==> config.mk <==
export PLATFORM = sky130hd
export DESIGN_NAME = weather_meter_pulse_and_vane_unit_top_flat
export DESIGN_NICKNAME = d
export VERILOG_FILES = /design/src/rtl/wmpv_pkg.sv /design/src/rtl/wmpv_if.sv /design/src/rtl/wmpv_alu.sv /design/src/rtl/wmpv_ctrl.sv /design/src/rtl/weather_meter_pulse_and_vane_unit_top.sv /design/src/flat_wrapper.sv
export VERILOG_INCLUDE_DIRS = /design/src /design/src/rtl
export SDC_FILE = /design/constraint.sdc
export NUM_CORES = 2
export LEC_CHECK = 0
export BUFFER_PORTS_ARGS = -buffer_cell sky130_fd_sc_hd__clkbuf_2
export CAP_MARGIN = 15
export CORE_AREA = 4 4 270 272
export CTS_CLUSTER_DIAMETER = 60
export DETAILED_ROUTE_END_ITERATION = 8
export DIE_AREA = 0 0 274 276
export PLACE_DENSITY = 0.7
export SETUP_SLACK_MARGIN = 0.15
export SYNTH_ARGS = -nofsm -noshare
export SYNTH_HDL_FRONTEND = slang
export SYNTH_SLANG_ARGS = --single-unit
export TNS_END_PERCENT = 5
==> constraint.sdc <==
create_clock -name i_clk -period 9.1 [get_ports i_clk]
set_clock_uncertainty 0.2 [all_clocks]
set_input_delay 0.455 -clock i_clk [delete_from_list [all_inputs] [get_ports i_clk]]
set_output_delay 0.455 -clock i_clk [all_outputs]
set_load 0.005 [all_outputs]
==> src/rtl/weather_meter_pulse_and_vane_unit_top_macros.svh <==
// Assertion macros for the weather meter pulse and vane unit.
// Included by the RTL files that carry concurrent assertions; no other dependencies.
`ifndef WEATHER_METER_PULSE_AND_VANE_UNIT_TOP_MACROS_SVH
`define WEATHER_METER_PULSE_AND_VANE_UNIT_TOP_MACROS_SVH
`ifndef SYNTHESIS
// Same-cycle implication, disabled during reset.
`define WMPV_ASSERT_IMP(label, clk, rst_n, ante, cons, msg) \
    label: assert property (@(posedge clk) disable iff (!rst_n) (ante) |-> (cons)) \
        else $error(msg);
// Next-cycle implication, disabled during reset.
`define WMPV_ASSERT_NEXT(label, clk, rst_n, ante, cons, msg) \
    label: assert property (@(posedge clk) disable iff (!rst_n) (ante) |=> (cons)) \
        else $error(msg);
`else
`define WMPV_ASSERT_IMP(label, clk, rst_n, ante, cons, msg)
`define WMPV_ASSERT_NEXT(label, clk, rst_n, ante, cons, msg)
`endif
`endif

==> src/rtl/wmpv_pkg.sv <==
// Package for the weather meter pulse and vane unit: widths, codes, item types,
// shared-unit request/response structs and the vane sector ratio table. No dependencies.
`default_nettype none
package wmpv_pkg;

    localparam int COUNT_BITS = 16;
    localparam int SECTORS    = 16;
    localparam int SEC_W      = $clog2(SECTORS);

    localparam int MV_W      = 12;
    localparam int RATIO_W   = 16;
    localparam int Q_SHIFT   = 16;
    localparam int ELAPSED_W = 32;
    localparam int RAIN_W    = 28;
    localparam int WIND_W    = 36;
    localparam int IDX_W     = 4;
    localparam int DEG_W     = 12;
    localparam int REQ_W     = 3;
    localparam int KIND_W    = 2;

    // Shared multiplier and subtractor widths.
    localparam int MUL_A_W  = 32;
    localparam int MUL_B_W  = 21;
    localparam int PROD_W   = MUL_A_W + MUL_B_W;
    localparam int NUM_W    = COUNT_BITS + MUL_B_W;
    localparam int DEN_W    = ELAPSED_W + 2;
    localparam int SUB_W    = DEN_W + 1;
    localparam int CNT_W    = $clog2(NUM_W);
    localparam int RAIN_P_W = COUNT_BITS + 12;
    localparam int DIST_W   = MV_W + RATIO_W;

    localparam logic [MUL_B_W-1:0] RAIN_PER_PULSE = MUL_B_W'(2794);
    localparam logic [MUL_B_W-1:0] WIND_NUM       = MUL_B_W'(2000000);
    localparam logic [MUL_B_W-1:0] WIND_DEN       = MUL_B_W'(3);
    localparam int                 DECIDEG_PER_SECTOR = 225;

    localparam logic [RAIN_W-1:0] RAIN_MAX = '1;
    localparam logic [WIND_W-1:0] WIND_MAX = '1;

    localparam logic [REQ_W-1:0] REQ_RAIN_PULSE = 3'd0;
    localparam logic [REQ_W-1:0] REQ_WIND_PULSE = 3'd1;
    localparam logic [REQ_W-1:0] REQ_MS_TICK    = 3'd2;
    localparam logic [REQ_W-1:0] REQ_READ_RAIN  = 3'd3;
    localparam logic [REQ_W-1:0] REQ_READ_WIND  = 3'd4;
    localparam logic [REQ_W-1:0] REQ_VANE       = 3'd5;

    localparam logic [KIND_W-1:0] KIND_RAIN = 2'd0;
    localparam logic [KIND_W-1:0] KIND_WIND = 2'd1;
    localparam logic [KIND_W-1:0] KIND_DIR  = 2'd2;

    typedef struct packed {
        logic [REQ_W-1:0] req_type;
        logic [MV_W-1:0]  vane_mv;
        logic [MV_W-1:0]  supply_mv;
    } t_in_item;

    typedef struct packed {
        logic [KIND_W-1:0] result_kind;
        logic [RAIN_W-1:0] rainfall_tenth_um;
        logic [WIND_W-1:0] wind_speed_mmps;
        logic [IDX_W-1:0]  direction_index;
        logic [DEG_W-1:0]  direction_decideg;
    } t_out_item;

    typedef struct packed {
        logic               mul_en;
        logic [MUL_A_W-1:0] mul_a;
        logic [MUL_B_W-1:0] mul_b;
        logic [SUB_W-1:0]   sub_a;
        logic [SUB_W-1:0]   sub_b;
        logic               abs_mode;
    } t_alu_req;

    typedef struct packed {
        logic [PROD_W-1:0] prod;
        logic [SUB_W-1:0]  diff;
        logic              borrow;
    } t_alu_rsp;

    // Q16 divider ratio R2/(4700+R2), rounded half up, for each sector.
    function automatic logic [RATIO_W-1:0] q16_ratio(input logic [SEC_W-1:0] sec);
        logic [RATIO_W-1:0] r;
        case (sec)
            4'd0:    r = 16'd57366;
            4'd1:    r = 16'd38205;
            4'd2:    r = 16'd41659;
            4'd3:    r = 16'd10444;
            4'd4:    r = 16'd11498;
            4'd5:    r = 16'd8368;
            4'd6:    r = 16'd20896;
            4'd7:    r = 16'd15124;
            4'd8:    r = 16'd29720;
            4'd9:    r = 16'd26248;
            4'd10:   r = 16'd50656;
            4'd11:   r = 16'd49169;
            4'd12:   r = 16'd63066;
            4'd13:   r = 16'd58957;
            4'd14:   r = 16'd61110;
            4'd15:   r = 16'd53948;
            default: r = '0;
        endcase
        return r;
    endfunction

endpackage
`default_nettype wire

==> src/rtl/wmpv_if.sv <==
// Valid/ready channel interfaces for input items and result items.
// Depends on wmpv_pkg for the payload types.
`default_nettype none
interface wmpv_in_if;
    import wmpv_pkg::*;
    logic     valid;
    logic     ready;
    t_in_item data;
    modport source(output valid, output data, input ready);
    modport sink(input valid, input data, output ready);
endinterface

interface wmpv_out_if;
    import wmpv_pkg::*;
    logic      valid;
    logic      ready;
    t_out_item data;
    modport source(output valid, output data, input ready);
    modport sink(input valid, input data, output ready);
endinterface
`default_nettype wire

==> src/rtl/wmpv_alu.sv <==
// Shared arithmetic unit: one registered multiplier and one subtractor with
// optional absolute value. Depends on wmpv_pkg.
`default_nettype none
module wmpv_alu (
    input  wire                  i_clk,
    input  wmpv_pkg::t_alu_req   i_req,
    output wmpv_pkg::t_alu_rsp   o_rsp
);
    import wmpv_pkg::*;

    logic [PROD_W-1:0] r_prod;
    logic [SUB_W:0]    w_sum;
    logic [SUB_W-1:0]  w_neg;

    // Hold the product until the next multiply.
    always_ff @(posedge i_clk) begin
        if (i_req.mul_en) begin
            r_prod <= PROD_W'(i_req.mul_a) * PROD_W'(i_req.mul_b);
        end
    end

    always_comb begin
        w_sum = {1'b0, i_req.sub_a} - {1'b0, i_req.sub_b};
        w_neg = ~w_sum[SUB_W-1:0] + SUB_W'(1);
        o_rsp.prod   = r_prod;
        o_rsp.borrow = w_sum[SUB_W];
        o_rsp.diff   = (i_req.abs_mode && w_sum[SUB_W]) ? w_neg : w_sum[SUB_W-1:0];
    end

endmodule
`default_nettype wire

==> src/rtl/wmpv_ctrl.sv <==
// Sequencer, pulse/tick counters and working registers of the weather meter unit.
// Drives the shared unit wmpv_alu; depends on wmpv_pkg and the assertion macros.
`default_nettype none
`include "weather_meter_pulse_and_vane_unit_top_macros.svh"
module wmpv_ctrl (
    input  wire                  i_clk,
    input  wire                  i_rst_n,
    input  wire                  i_acc,
    input  wmpv_pkg::t_in_item   i_item,
    input  wire                  i_take,
    output logic                 o_idle,
    output logic                 o_res_valid,
    output wmpv_pkg::t_out_item  o_res
);
    import wmpv_pkg::*;

    localparam logic [3:0] ST_IDLE  = 4'd0;
    localparam logic [3:0] ST_RMUL  = 4'd1;
    localparam logic [3:0] ST_RSAT  = 4'd2;
    localparam logic [3:0] ST_WMUL  = 4'd3;
    localparam logic [3:0] ST_WDMUL = 4'd4;
    localparam logic [3:0] ST_WINIT = 4'd5;
    localparam logic [3:0] ST_WDIV  = 4'd6;
    localparam logic [3:0] ST_WDONE = 4'd7;
    localparam logic [3:0] ST_VMUL  = 4'd8;
    localparam logic [3:0] ST_VABS  = 4'd9;
    localparam logic [3:0] ST_VCMP  = 4'd10;
    localparam logic [3:0] ST_VFIN  = 4'd11;
    localparam logic [3:0] ST_DONE  = 4'd12;

    localparam logic [COUNT_BITS-1:0] COUNT_MAX   = '1;
    localparam logic [ELAPSED_W-1:0]  ELAPSED_MAX = '1;

    logic [3:0]            r_state, n_state;
    logic [COUNT_BITS-1:0] r_rain, n_rain;
    logic [COUNT_BITS-1:0] r_wind, n_wind;
    logic [ELAPSED_W-1:0]  r_elapsed, n_elapsed;
    logic [MV_W-1:0]       r_vane, n_vane;
    logic [MV_W-1:0]       r_supply, n_supply;
    logic [SEC_W-1:0]      r_sector, n_sector;
    logic [SEC_W-1:0]      r_idx, n_idx;
    logic [SUB_W-1:0]      r_dist, n_dist;
    logic [SUB_W-1:0]      r_best, n_best;
    logic [NUM_W-1:0]      r_quo, n_quo;
    logic [DEN_W-1:0]      r_den, n_den;
    logic [SUB_W-1:0]      r_rem, n_rem;
    logic [CNT_W-1:0]      r_cnt, n_cnt;
    t_out_item             r_res, n_res;

    t_alu_req              w_req;
    t_alu_rsp              w_rsp;
    logic [SUB_W-1:0]      w_shift;
    logic [RAIN_P_W-1:0]   w_rain_prod;

    wmpv_alu u_alu (
        .i_clk (i_clk),
        .i_req (w_req),
        .o_rsp (w_rsp)
    );

    assign o_idle      = (r_state == ST_IDLE);
    assign o_res_valid = (r_state == ST_DONE);
    assign o_res       = r_res;

    assign w_shift     = {r_rem[SUB_W-2:0], r_quo[NUM_W-1]};
    assign w_rain_prod = w_rsp.prod[RAIN_P_W-1:0];

    always_comb begin
        n_state   = r_state;
        n_rain    = r_rain;
        n_wind    = r_wind;
        n_elapsed = r_elapsed;
        n_vane    = r_vane;
        n_supply  = r_supply;
        n_sector  = r_sector;
        n_idx     = r_idx;
        n_dist    = r_dist;
        n_best    = r_best;
        n_quo     = r_quo;
        n_den     = r_den;
        n_rem     = r_rem;
        n_cnt     = r_cnt;
        n_res     = r_res;
        w_req     = '0;

        case (r_state)
            ST_IDLE: begin
                if (i_acc) begin
                    case (i_item.req_type)
                        REQ_RAIN_PULSE: begin
                            if (r_rain != COUNT_MAX) n_rain = r_rain + 1'b1;
                        end
                        REQ_WIND_PULSE: begin
                            if (r_wind != COUNT_MAX) n_wind = r_wind + 1'b1;
                        end
                        REQ_MS_TICK: begin
                            if (r_elapsed != ELAPSED_MAX) n_elapsed = r_elapsed + 1'b1;
                        end
                        REQ_READ_RAIN: begin
                            n_state = ST_RMUL;
                        end
                        REQ_READ_WIND: begin
                            if (r_elapsed == '0) begin
                                // No time base yet: report zero, keep the counts.
                                n_res             = '0;
                                n_res.result_kind = KIND_WIND;
                                n_state           = ST_DONE;
                            end else begin
                                n_state = ST_WMUL;
                            end
                        end
                        REQ_VANE: begin
                            n_vane   = i_item.vane_mv;
                            n_supply = i_item.supply_mv;
                            n_sector = '0;
                            n_idx    = '0;
                            n_best   = '1;
                            n_state  = ST_VMUL;
                        end
                        default: begin
                        end
                    endcase
                end
            end
            ST_RMUL: begin
                w_req.mul_en = 1'b1;
                w_req.mul_a  = MUL_A_W'(r_rain);
                w_req.mul_b  = RAIN_PER_PULSE;
                n_state      = ST_RSAT;
            end
            ST_RSAT: begin
                n_res             = '0;
                n_res.result_kind = KIND_RAIN;
                if (64'(w_rain_prod) > 64'(RAIN_MAX)) begin
                    n_res.rainfall_tenth_um = RAIN_MAX;
                end else begin
                    n_res.rainfall_tenth_um = RAIN_W'(w_rain_prod);
                end
                n_rain  = '0;
                n_state = ST_DONE;
            end
            ST_WMUL: begin
                w_req.mul_en = 1'b1;
                w_req.mul_a  = MUL_A_W'(r_wind);
                w_req.mul_b  = WIND_NUM;
                n_state      = ST_WDMUL;
            end
            ST_WDMUL: begin
                n_quo        = w_rsp.prod[NUM_W-1:0];
                w_req.mul_en = 1'b1;
                w_req.mul_a  = MUL_A_W'(r_elapsed);
                w_req.mul_b  = WIND_DEN;
                n_state      = ST_WINIT;
            end
            ST_WINIT: begin
                n_den   = w_rsp.prod[DEN_W-1:0];
                n_rem   = '0;
                n_cnt   = CNT_W'(NUM_W - 1);
                n_state = ST_WDIV;
            end
            ST_WDIV: begin
                // One restoring step: shift in the next dividend bit, try the subtract.
                w_req.sub_a = w_shift;
                w_req.sub_b = SUB_W'(r_den);
                if (w_rsp.borrow) begin
                    n_rem = w_shift;
                    n_quo = {r_quo[NUM_W-2:0], 1'b0};
                end else begin
                    n_rem = w_rsp.diff;
                    n_quo = {r_quo[NUM_W-2:0], 1'b1};
                end
                n_cnt = r_cnt - 1'b1;
                if (r_cnt == '0) n_state = ST_WDONE;
            end
            ST_WDONE: begin
                n_res             = '0;
                n_res.result_kind = KIND_WIND;
                if (64'(r_quo) > 64'(WIND_MAX)) begin
                    n_res.wind_speed_mmps = WIND_MAX;
                end else begin
                    n_res.wind_speed_mmps = WIND_W'(r_quo);
                end
                n_wind    = '0;
                n_elapsed = '0;
                n_state   = ST_DONE;
            end
            ST_VMUL: begin
                w_req.mul_en = 1'b1;
                w_req.mul_a  = MUL_A_W'(q16_ratio(r_sector));
                w_req.mul_b  = MUL_B_W'(r_supply);
                n_state      = ST_VABS;
            end
            ST_VABS: begin
                w_req.sub_a    = SUB_W'({r_vane, {Q_SHIFT{1'b0}}});
                w_req.sub_b    = SUB_W'(w_rsp.prod[DIST_W-1:0]);
                w_req.abs_mode = 1'b1;
                n_dist         = w_rsp.diff;
                n_state        = ST_VCMP;
            end
            ST_VCMP: begin
                // Strictly smaller wins, so the first minimum is kept.
                w_req.sub_a = r_dist;
                w_req.sub_b = r_best;
                if (w_rsp.borrow) begin
                    n_best = r_dist;
                    n_idx  = r_sector;
                end
                if (r_sector == SEC_W'(SECTORS - 1)) begin
                    n_state = ST_VFIN;
                end else begin
                    n_sector = r_sector + 1'b1;
                    n_state  = ST_VMUL;
                end
            end
            ST_VFIN: begin
                n_res                   = '0;
                n_res.result_kind       = KIND_DIR;
                n_res.direction_index   = IDX_W'(r_idx);
                n_res.direction_decideg = DEG_W'(r_idx * DECIDEG_PER_SECTOR);
                n_state                 = ST_DONE;
            end
            ST_DONE: begin
                if (i_take) n_state = ST_IDLE;
            end
            default: begin
                n_state = ST_IDLE;
            end
        endcase
    end

    always_ff @(posedge i_clk) begin
        if (!i_rst_n) begin
            r_state   <= ST_IDLE;
            r_rain    <= '0;
            r_wind    <= '0;
            r_elapsed <= '0;
        end else begin
            r_state   <= n_state;
            r_rain    <= n_rain;
            r_wind    <= n_wind;
            r_elapsed <= n_elapsed;
        end
    end

    always_ff @(posedge i_clk) begin
        r_vane   <= n_vane;
        r_supply <= n_supply;
        r_sector <= n_sector;
        r_idx    <= n_idx;
        r_dist   <= n_dist;
        r_best   <= n_best;
        r_quo    <= n_quo;
        r_den    <= n_den;
        r_rem    <= n_rem;
        r_cnt    <= n_cnt;
        r_res    <= n_res;
    end

    `WMPV_ASSERT_IMP(a_rem_below_den, i_clk, i_rst_n, r_state == ST_WDIV, r_rem < SUB_W'(r_den), "divider remainder not below divisor")
    `WMPV_ASSERT_NEXT(a_wind_cleared, i_clk, i_rst_n, r_state == ST_WDONE, r_wind == '0 && r_elapsed == '0, "wind read did not clear counters")
    `WMPV_ASSERT_NEXT(a_take_to_idle, i_clk, i_rst_n, o_res_valid && i_take, r_state == ST_IDLE && r_res == $past(r_res), "result hand-off did not return to idle")

endmodule
`default_nettype wire

==> src/rtl/weather_meter_pulse_and_vane_unit_top.sv <==
// Top level of the weather meter pulse and vane unit: input handshake,
// sequencer with shared arithmetic unit, and output register.
// Depends on wmpv_pkg, wmpv_if, wmpv_ctrl and the assertion macros.
//
// Usage:
//   i_in carries one event beat: rain pulse, wind pulse, ms tick, read rain,
//   read wind speed or vane sample. o_out carries one result beat for each
//   read or vane sample; pulses, ticks and unknown codes give no beat.
//   Pulses and ticks are taken while the sequencer stays idle, so ready stays high.
//   Read rain: one multiply plus saturation.
//   Read wind: two multiplies, then a restoring divider that retires one
//   quotient bit per cycle (COUNT_BITS+21 bits, 37 at default).
//   A read with no ms tick since the last clearing read returns 0 without the divider.
//   Vane sample: 16 sectors, each taken through the shared multiplier and
//   subtractor in order (product, distance, compare).
//   One item is in work at a time; i_in.ready is low until its result beat
//   has moved into the output register.
//   Stall: the output register holds its beat while o_out.ready is low; a new
//   item may be accepted and worked on meanwhile, and its result waits in the
//   sequencer until the register frees up.
//   Reset (i_rst_n low, synchronous) clears the counters and drops o_out.valid.
`default_nettype none
`include "weather_meter_pulse_and_vane_unit_top_macros.svh"
module weather_meter_pulse_and_vane_unit_top (
    input  wire           i_clk,
    input  wire           i_rst_n,
    wmpv_in_if.sink       i_in,
    wmpv_out_if.source    o_out
);
    import wmpv_pkg::*;

    logic      w_idle;
    logic      w_res_valid;
    t_out_item w_res;
    logic      w_acc;
    logic      w_take;

    logic      r_out_valid;
    t_out_item r_out_data;

    assign i_in.ready = w_idle;
    assign w_acc      = i_in.valid && w_idle;

    // Move the finished beat into the output register once it is free.
    assign w_take = w_res_valid && (!r_out_valid || o_out.ready);

    wmpv_ctrl u_ctrl (
        .i_clk       (i_clk),
        .i_rst_n     (i_rst_n),
        .i_acc       (w_acc),
        .i_item      (i_in.data),
        .i_take      (w_take),
        .o_idle      (w_idle),
        .o_res_valid (w_res_valid),
        .o_res       (w_res)
    );

    always_ff @(posedge i_clk) begin
        if (!i_rst_n) begin
            r_out_valid <= 1'b0;
        end else if (w_take) begin
            r_out_valid <= 1'b1;
        end else if (o_out.ready) begin
            r_out_valid <= 1'b0;
        end
    end

    always_ff @(posedge i_clk) begin
        if (w_take) begin
            r_out_data <= w_res;
        end
    end

    assign o_out.valid = r_out_valid;
    assign o_out.data  = r_out_data;

    `WMPV_ASSERT_IMP(a_no_accept_while_busy, i_clk, i_rst_n, w_res_valid, !i_in.ready, "input accepted while a result is pending")
    `WMPV_ASSERT_NEXT(a_take_loads_out, i_clk, i_rst_n, w_take, r_out_valid && r_out_data == $past(w_res), "result beat not loaded into output register")
    `WMPV_ASSERT_IMP(a_kind_known, i_clk, i_rst_n, r_out_valid, r_out_data.result_kind == KIND_RAIN || r_out_data.result_kind == KIND_WIND || r_out_data.result_kind == KIND_DIR, "unknown result kind on output")

endmodule
`default_nettype wire
==> src/flat_wrapper.sv <==
// flat-port wrapper written by rule: the top's interface ports become plain ports
module weather_meter_pulse_and_vane_unit_top_flat import wmpv_pkg::*;
  (i_clk, i_rst_n, i_in_valid, i_in_data, i_in_ready, o_out_valid, o_out_data, o_out_ready);
  wmpv_in_if i_in_i ();
  wmpv_out_if o_out_i ();
  input  wire i_clk;
  input  wire i_rst_n;
  input wire logic [$bits(i_in_i.valid)-1:0] i_in_valid;
  input wire logic [$bits(i_in_i.data)-1:0] i_in_data;
  output wire logic [$bits(i_in_i.ready)-1:0] i_in_ready;
  output wire logic [$bits(o_out_i.valid)-1:0] o_out_valid;
  output wire logic [$bits(o_out_i.data)-1:0] o_out_data;
  input wire logic [$bits(o_out_i.ready)-1:0] o_out_ready;
  assign i_in_i.valid = i_in_valid;
  assign i_in_i.data = i_in_data;
  assign i_in_ready = i_in_i.ready;
  assign o_out_valid = o_out_i.valid;
  assign o_out_data = o_out_i.data;
  assign o_out_i.ready = o_out_ready;
  weather_meter_pulse_and_vane_unit_top u_core (.i_clk(i_clk), .i_rst_n(i_rst_n), .i_in(i_in_i), .o_out(o_out_i));
endmodule
# == After elaboration in Yosys (flattened, before gate mapping) ==
# Memory sizes are Yosys's and may differ from the RTL's. A register that Yosys moved wholly into a read port is not among the register bits.
# Cells that the tools add are included.
# word_totals
reg_bits,483
mem_bits_ro,256
inputBits,31
output_inout_bits,84
word_cells,145
memories,1
# memory_table
memory,depth,word_bits,rd,rd_ports_with_merged_regs,write_ports,line,source
(no name shown),16,16,1,1,0,wmpv_pkg.sv:83,case (sec)
# op_classes
n_mul,2
n_addsub,7
eq_ne,36
order_cmp,1
n_reduce_logical,25
n_mux,46
bitwise,1
# op_table
cell,count
82-bit one-hot mux with 4 select lines,1
82-bit two-way mux,3
54-bit one-hot mux with 4 select lines,1
70-bit one-hot mux with 3 select lines,1
35-bit two-way mux,4
16-bit two-way mux,6
32-bit two-way mux,3
37-bit one-hot mux with 2 select lines,1
35-bit one-hot mux with 2 select lines,1
34-bit one-hot mux with 2 select lines,1
16-bit one-hot mux with 2 select lines,2
32-bit one-hot mux with 2 select lines,1
4-bit one-hot mux with 11 select lines,1
"37-bit by 36-bit greater-than comparator with 1-bit output, second input constant",1
32-bit by 21-bit multiplier with 37-bit output,1
36-bit two-way mux,1
4-bit two-way mux,9
35-bit by 35-bit subtractor with 36-bit output,1
"35-bit by 1-bit adder with 35-bit output, second input constant",1
35-bit inverter,1
34-bit two-way mux,1
"16-bit by 1-bit adder with 16-bit output, second input constant",2
"32-bit by 1-bit adder with 32-bit output, second input constant",1
32-bit zero test,1
31 further kinds,72

# == Depth between registers and ports, before layout ==
# depth
word_depth,8
mapped_depth,34
mapped_depth_nobuf,32

# == Modules after synthesis ==
# A second synthesis with hierarchy kept.
# hier_totals
hier_cells,4580
hier_area_um2,45716.3
# by_module_without_submodules
module,cells_per_inst,area_each_um2,seq_area_each_um2,instances
wmpv_alu,3000,26346.5,1591.5,1
wmpv_ctrl,1493,16853.7,10359.9,1
weather_meter_pulse_and_vane_unit_top,87,2516.2,2482.4,1

# == Least setup slack after synthesis ==
# No wires, ideal clock.
# synth_path
path_type,register to register
start,reg u_core.u_ctrl.r_state[2]
end,"reg u_core.r_out_data, in the netlist u_core.o_out.data[10] (enable)"
required_time_ps,8203
path_stages_with_launch,4
arrival_time_ps,7997
slack_ps,206
cell_sequence,dfxtp_1 clkbuf_1 nand2_1 nor4_1
# synth_between
elab_chain_len,2
# synth_rtl
element,line,source
"start, declared",wmpv_ctrl.sv:34,"logic [3:0] r_state, n_state;"
"start signal, assigned",wmpv_ctrl.sv:238,r_state <= n_state;
4-bit == test,wmpv_ctrl.sv:62,assign o_res_valid = (r_state == ST_DONE);
1-bit logical AND,weather_meter_pulse_and_vane_unit_top.sv:45,assign w_take = w_res_valid && (!r_out_valid || o_out.ready);
named net u_core.u_ctrl.i_take,wmpv_ctrl.sv:10,"input wire i_take,"
"end signal, assigned",weather_meter_pulse_and_vane_unit_top.sv:70,r_out_data <= w_res;
"end, declared",weather_meter_pulse_and_vane_unit_top.sv:39,t_out_item r_out_data;
# The timed path passes the listed nets, and every way through them passes these cells.
# A chain may end at the register's enable or synchronous reset.

# == Worst setup path after layout ==
# layout_path
start,reg u_core.u_ctrl.r_state[1]
end,"reg u_core.u_ctrl.u_alu.r_prod[33], data pin"
# layout_between
elab_chain_len,3
word_cells_on_any_way,6
classes_between,1 x mul; 4 x eq/ne; 1 x mux
# layout_rtl
element,line,source
4-bit == test (tied with other cells),wmpv_ctrl.sv:86,case (r_state)
54-bit one-hot mux with 4 select lines (*),wmpv_ctrl.sv:86,
32-bit by 21-bit multiplier with 37-bit output (*),wmpv_alu.sv:18,r_prod <= PROD_W'(i_req.mul_a) * PROD_W'(i_req.mul_b);
"end signal, assigned",wmpv_alu.sv:18,
"end, declared",wmpv_alu.sv:11,logic [PROD_W-1:0] r_prod;
# Every way passes the cells marked *; elsewhere a longest branch is shown, timed or not.

==> results.md <==
Pwr:
- The cell area power density is approximately 210 mW/mm2.
- For this design the static power due to leakage is around 0.018 uW.
- The peak supply drop is just under 0.4 mV.

Synth:
- During synthesis, Yosys emitted a total of 0 warnings.
- After synthesis, the share of flip-flops with an asynchronous set or reset is 0%.
- The most used flip-flop cell after synthesis is sky130_fd_sc_hd__edfxtp_1.
- By area the synthesized netlist is led by sky130_fd_sc_hd__edfxtp_1, sky130_fd_sc_hd__fa_1, sky130_fd_sc_hd__ha_1.
- The count of flip-flops with a built-in enable after synthesis is 402.
- The part of the Yosys area used for sequential elements is about two fifths.
- The post-synthesis cell area is 0.0357 mm2.
- The synthesized design devotes to its leading area cell type between 30% and 40% of total area.
- The register bit count reported by yosys is between 400 and 500.
- Counting every instance in the synthesized netlist gives 3460.
- After synthesis, the mean cell area works out to 10.3 um2.
- The count of distinct cell types in the synthesized netlist is around 80.
- The largest area contributor in the netlist is sky130_fd_sc_hd__edfxtp_1.

Setup path:
- Data arrives at the worst endpoint at ~8.7 ns.
- At the worst endpoint, the required time is a little over 9 ns.
- The internal reg-to-reg setup slack is approximately 0.55 ns.
- The category of the most critical setup path is reg2reg.
- The sort of element at the start of the critical path is a register.
- STA classifies the critical path endpoint as a register.
- Of all nets on the critical path, the largest fanout is 14.

Detailed routing:
- The number of DRC violations after detailed routing is 0.
- In the final routed layout, each cell accounts on average for 19.0 um.
- The total routed wirelength is approximately 89000 um.
- The number of DRC violations after detailed-routing iteration 0 is between 2000 and 2500.
- The number of nets with antenna violations after detailed routing is 0.
- The first detailed-routing pass ran for 7 iterations.
- The routed layout has between 20000 and 30000 vias.
- After detailed routing, the number of vias per cell comes to about 5.4.

STA:
- The time the worst path needs with I/O delays and setup is between 8 and 9 ns.
- The worst slew margin relative to its limit is 18.8%.
- The max-slew violation total from the final report is 0.
- After layout, the worst setup slack is between 0.5 and 0.6 ns.
- Setup repair after global routing left no endpoint under its margin.
- Setup violations remaining at the end of the flow were counted as 0.
- At the pin with the least slew margin, the transition time is ~1.2 ns.
- The final hold slack is between 0.07 and 0.08 ns.
- The top achievable clock speed is between 100 and 150 MHz.
- The final-report hold violation count is 0.
- The setup TNS is 0 ns.
- The final worst-path cycle share is between 90% and 100%.

Clocking:
- The TritonCTS clock tree is done.
- The clock passes through at most 3 buffers.
- In this run the clock root is driven by a sky130_fd_sc_hd__clkbuf_16.
- After clock tree synthesis, the clock-pin slew on the worst setup and hold paths is 0.07 ns.
- The number of setup buffers added after CTS is 0.
- The number of clock sinks is between 400 and 500.
- The source-to-sink clock delay at the later pin of the worst-skew pair is 0.62 ns.
- The number of H-tree levels is 2.
- In this run, CTS created clock tree buffers numbering 53.

GRT:
- Global routing used 23.9% of the available tracks.
- In the global route stage, met3 resource usage came out at 3.84%.
- The layer with the highest usage after global routing is met2.
- The number of antenna violations at the first check in global routing is 1.
- Entering global routing, the biggest net connects 78 pins.
- The met2 track utilization from global routing is between 30% and 40%.
- Global routing used about a third of the available met1 tracks.
- After global routing the overflow that remains totals 0.
- The via count of the first global-routing pass is ~25000.
- The first global-routing pass estimated approximately 140000 um of wire.

Floorplan:
- The die footprint is about 0.076 mm2.
- In this run the count of I/O pins placed on the die edge is about 120.
- Once the floorplan was initialized, standard cells occupied 50.4% of the core.
- In this run the core area contains 98 standard-cell rows.
- The die is ~280 um tall.
- The core area is 0.0708 mm2.
- The die is 274 um wide.

Cells and area:
- The total of fill cells in the finished design is 6207.
- The share of cells above drive strength 1 is under 10%.
- The layout-stage area growth over the synthesis result is 12.1%.
- The net count reported at finish is 4294.

Placement:
- The final RePlAce weighted congestion is slightly below 1.
- Input and output buffers added on the ports amount to about 110.
- The setup slack after placement is 0.398 ns.
- After legalization and detailed placement, the total HPWL measured 67300 um.

Job:
- The tool flagged a number of max-cap violations equal to 0.

Outcome:
- The run finished with clean final reports.

Worst hold path:
- The worst hold-check path type is in2reg.
## cell families after synthesis
kind of cell	share of synthesized area [%]
and+or+nand+nor	14.6
buffers and inverters	6.86
adders and majority gates	27.0
DFF	38.6
AOI/OAI and AO/OA	8.76
xor gates and xnor gates	4.03
muxes	0.175
other	0.0211
## state kept, by name (all words and copies together), names as in the netlist, 6 cells and up, named ones only
name                        flops
u_core.u_ctrl.u_alu.r_prod     37
u_core.u_ctrl.r_vane           12
u_core.u_ctrl.r_rem            34
u_core.o_out.data              76
u_core.u_ctrl.r_rain           16
u_core.u_ctrl.r_elapsed        32
u_core.u_ctrl.r_best           35
u_core.u_ctrl.o_res            76
u_core.u_ctrl.r_wind           16
u_core.u_ctrl.r_cnt             6
u_core.u_ctrl.r_dist           35
u_core.u_ctrl.r_supply         12
u_core.u_ctrl.r_den            34
u_core.u_ctrl.r_quo            37
## final cells by class
type | count | area (um2) | share of cell area (%)
flip-flops and latches | 487 | 13800 | 34.5
clock buffers | 65 | 1420 | 3.54
diodes | 2 | 5.00 | 0.0125
inverters | 506 | 1900 | 4.75
clock inverters | 35 | 368 | 0.921
multi-input cells | 2474 | 20100 | 50.3
well taps | 950 | 1190 | 2.97
repair buffers | 190 | 1210 | 3.03
## synth_stat cells (26+ instances only)
cell,instances
sky130_fd_sc_hd__ha_1,188
sky130_fd_sc_hd__inv_1,506
sky130_fd_sc_hd__a31oi_1,26
sky130_fd_sc_hd__and3_1,71
sky130_fd_sc_hd__fa_1,363
sky130_fd_sc_hd__dfxtp_1,85
sky130_fd_sc_hd__clkbuf_1,107
sky130_fd_sc_hd__xnor2_1,95
sky130_fd_sc_hd__nor2_1,315
sky130_fd_sc_hd__edfxtp_1,402
sky130_fd_sc_hd__nor3_1,41
sky130_fd_sc_hd__a21o_1,36
sky130_fd_sc_hd__nand2_1,460
sky130_fd_sc_hd__a21oi_1,144
sky130_fd_sc_hd__nand3_1,53
sky130_fd_sc_hd__a22oi_1,31
sky130_fd_sc_hd__nand4_1,32
sky130_fd_sc_hd__o21ai_0,56
sky130_fd_sc_hd__a22o_1,52
sky130_fd_sc_hd__or3_1,50
sky130_fd_sc_hd__xor2_1,69
## critical path: stages, from the launching register on
cell	delay (ns)
sky130_fd_sc_hd__dfxtp_1	0.51
sky130_fd_sc_hd__inv_1	0.16
sky130_fd_sc_hd__nand2_2	0.21
sky130_fd_sc_hd__nor3_2	0.06
sky130_fd_sc_hd__buf_4	0.19
sky130_fd_sc_hd__buf_4	0.20
sky130_fd_sc_hd__nand2_1	0.09
sky130_fd_sc_hd__nand4_1	0.37
sky130_fd_sc_hd__o21ai_0	0.34
sky130_fd_sc_hd__ha_1	0.19
sky130_fd_sc_hd__o21bai_1	0.20
sky130_fd_sc_hd__fa_1	0.52
sky130_fd_sc_hd__fa_1	0.54
sky130_fd_sc_hd__fa_1	0.53
sky130_fd_sc_hd__fa_1	0.52
sky130_fd_sc_hd__fa_1	0.54
sky130_fd_sc_hd__inv_1	0.05
sky130_fd_sc_hd__fa_1	0.58
sky130_fd_sc_hd__inv_1	0.07
sky130_fd_sc_hd__ha_1	0.42
sky130_fd_sc_hd__nand2_1	0.10
sky130_fd_sc_hd__or4_1	0.52
sky130_fd_sc_hd__o2bb2ai_1	0.30
sky130_fd_sc_hd__o211ai_1	0.20
sky130_fd_sc_hd__o22a_1	0.25
sky130_fd_sc_hd__a311oi_1	0.30
sky130_fd_sc_hd__xor2_1	0.11
## layout by cell type, fill, tap and decap left out, drive strengths merged, types with 31 or more instances in the layout
cell,netlist,routed
nor3,43,43
buf,27,52
inv,506,512
ha,188,188
dfxtp,85,85
fa,363,363
a21o,36,36
nand4,32,32
xor2,69,69
a22o,52,52
xnor2,95,95
edfxtp,402,402
a22oi,31,31
and3,71,71
nand2,460,460
o21ai,61,61
nor2,315,315
nand3,53,53
clkbuf,108,178
or3,50,50
a21oi,144,144
conb,2,144
## routing by layer
| layer | routed length [um] | part of all wire, % | up-vias |
|---|---|---|---|
| met5 | 0 | 0 | - |
| met4 | 3650 | 4.1 | 0 |
| met3 | 6530 | 7.3 | 153 |
| met2 | 41200 | 46 | 894 |
| met1 | 37900 | 42 | 12400 |
| li1 | - | - | 11900 |
## worst paths after layout
check / cells after the start / to / startpoint
setup / recovery: 26 / u_core.u_ctrl.u_alu.r_prod[33] / u_core.u_ctrl.r_state[1]
hold reg to reg: 0 / u_core.o_out.data[19] / u_core.u_ctrl.o_res[19]
hold / removal: 3 / u_core.o_out.valid / o_out_ready
setup reg to reg: 26 / u_core.u_ctrl.u_alu.r_prod[33] / u_core.u_ctrl.r_state[1]
## repair_timing
| item | in CTS | in global routing |
|---|---|---|
| setup endpoints to repair | 0 | 5 |
| hold endpoints to repair | 29 | 0 |
| hold buffers | 25 | 0 |
| gates resized for setup | 0 | 7 |
## power breakdown
part / switching (uW) / leakage (uW) / internal [uW]
combinational: 2040 / 0.0126 / 1420
clock: 926 / 0.000863 / 1260
sequential: 98.9 / 0.00419 / 2660
## through the flow
step | instances | instance area, um2 | total power (uW) | util, %
finish | 4709 | 40000 | 8400 | 56.5
global placement | 4582 | 37900 | 6150 | 53.6
floorplan | 3602 | 36200 | 5360 | -
detailed placement | 4582 | 37900 | 6190 | 53.6
CTS | 4707 | 39900 | 8420 | 56.4
global route | 4708 | 40000 | 9060 | 56.5
Note: power is estimated with default switching activity, not from simulation.
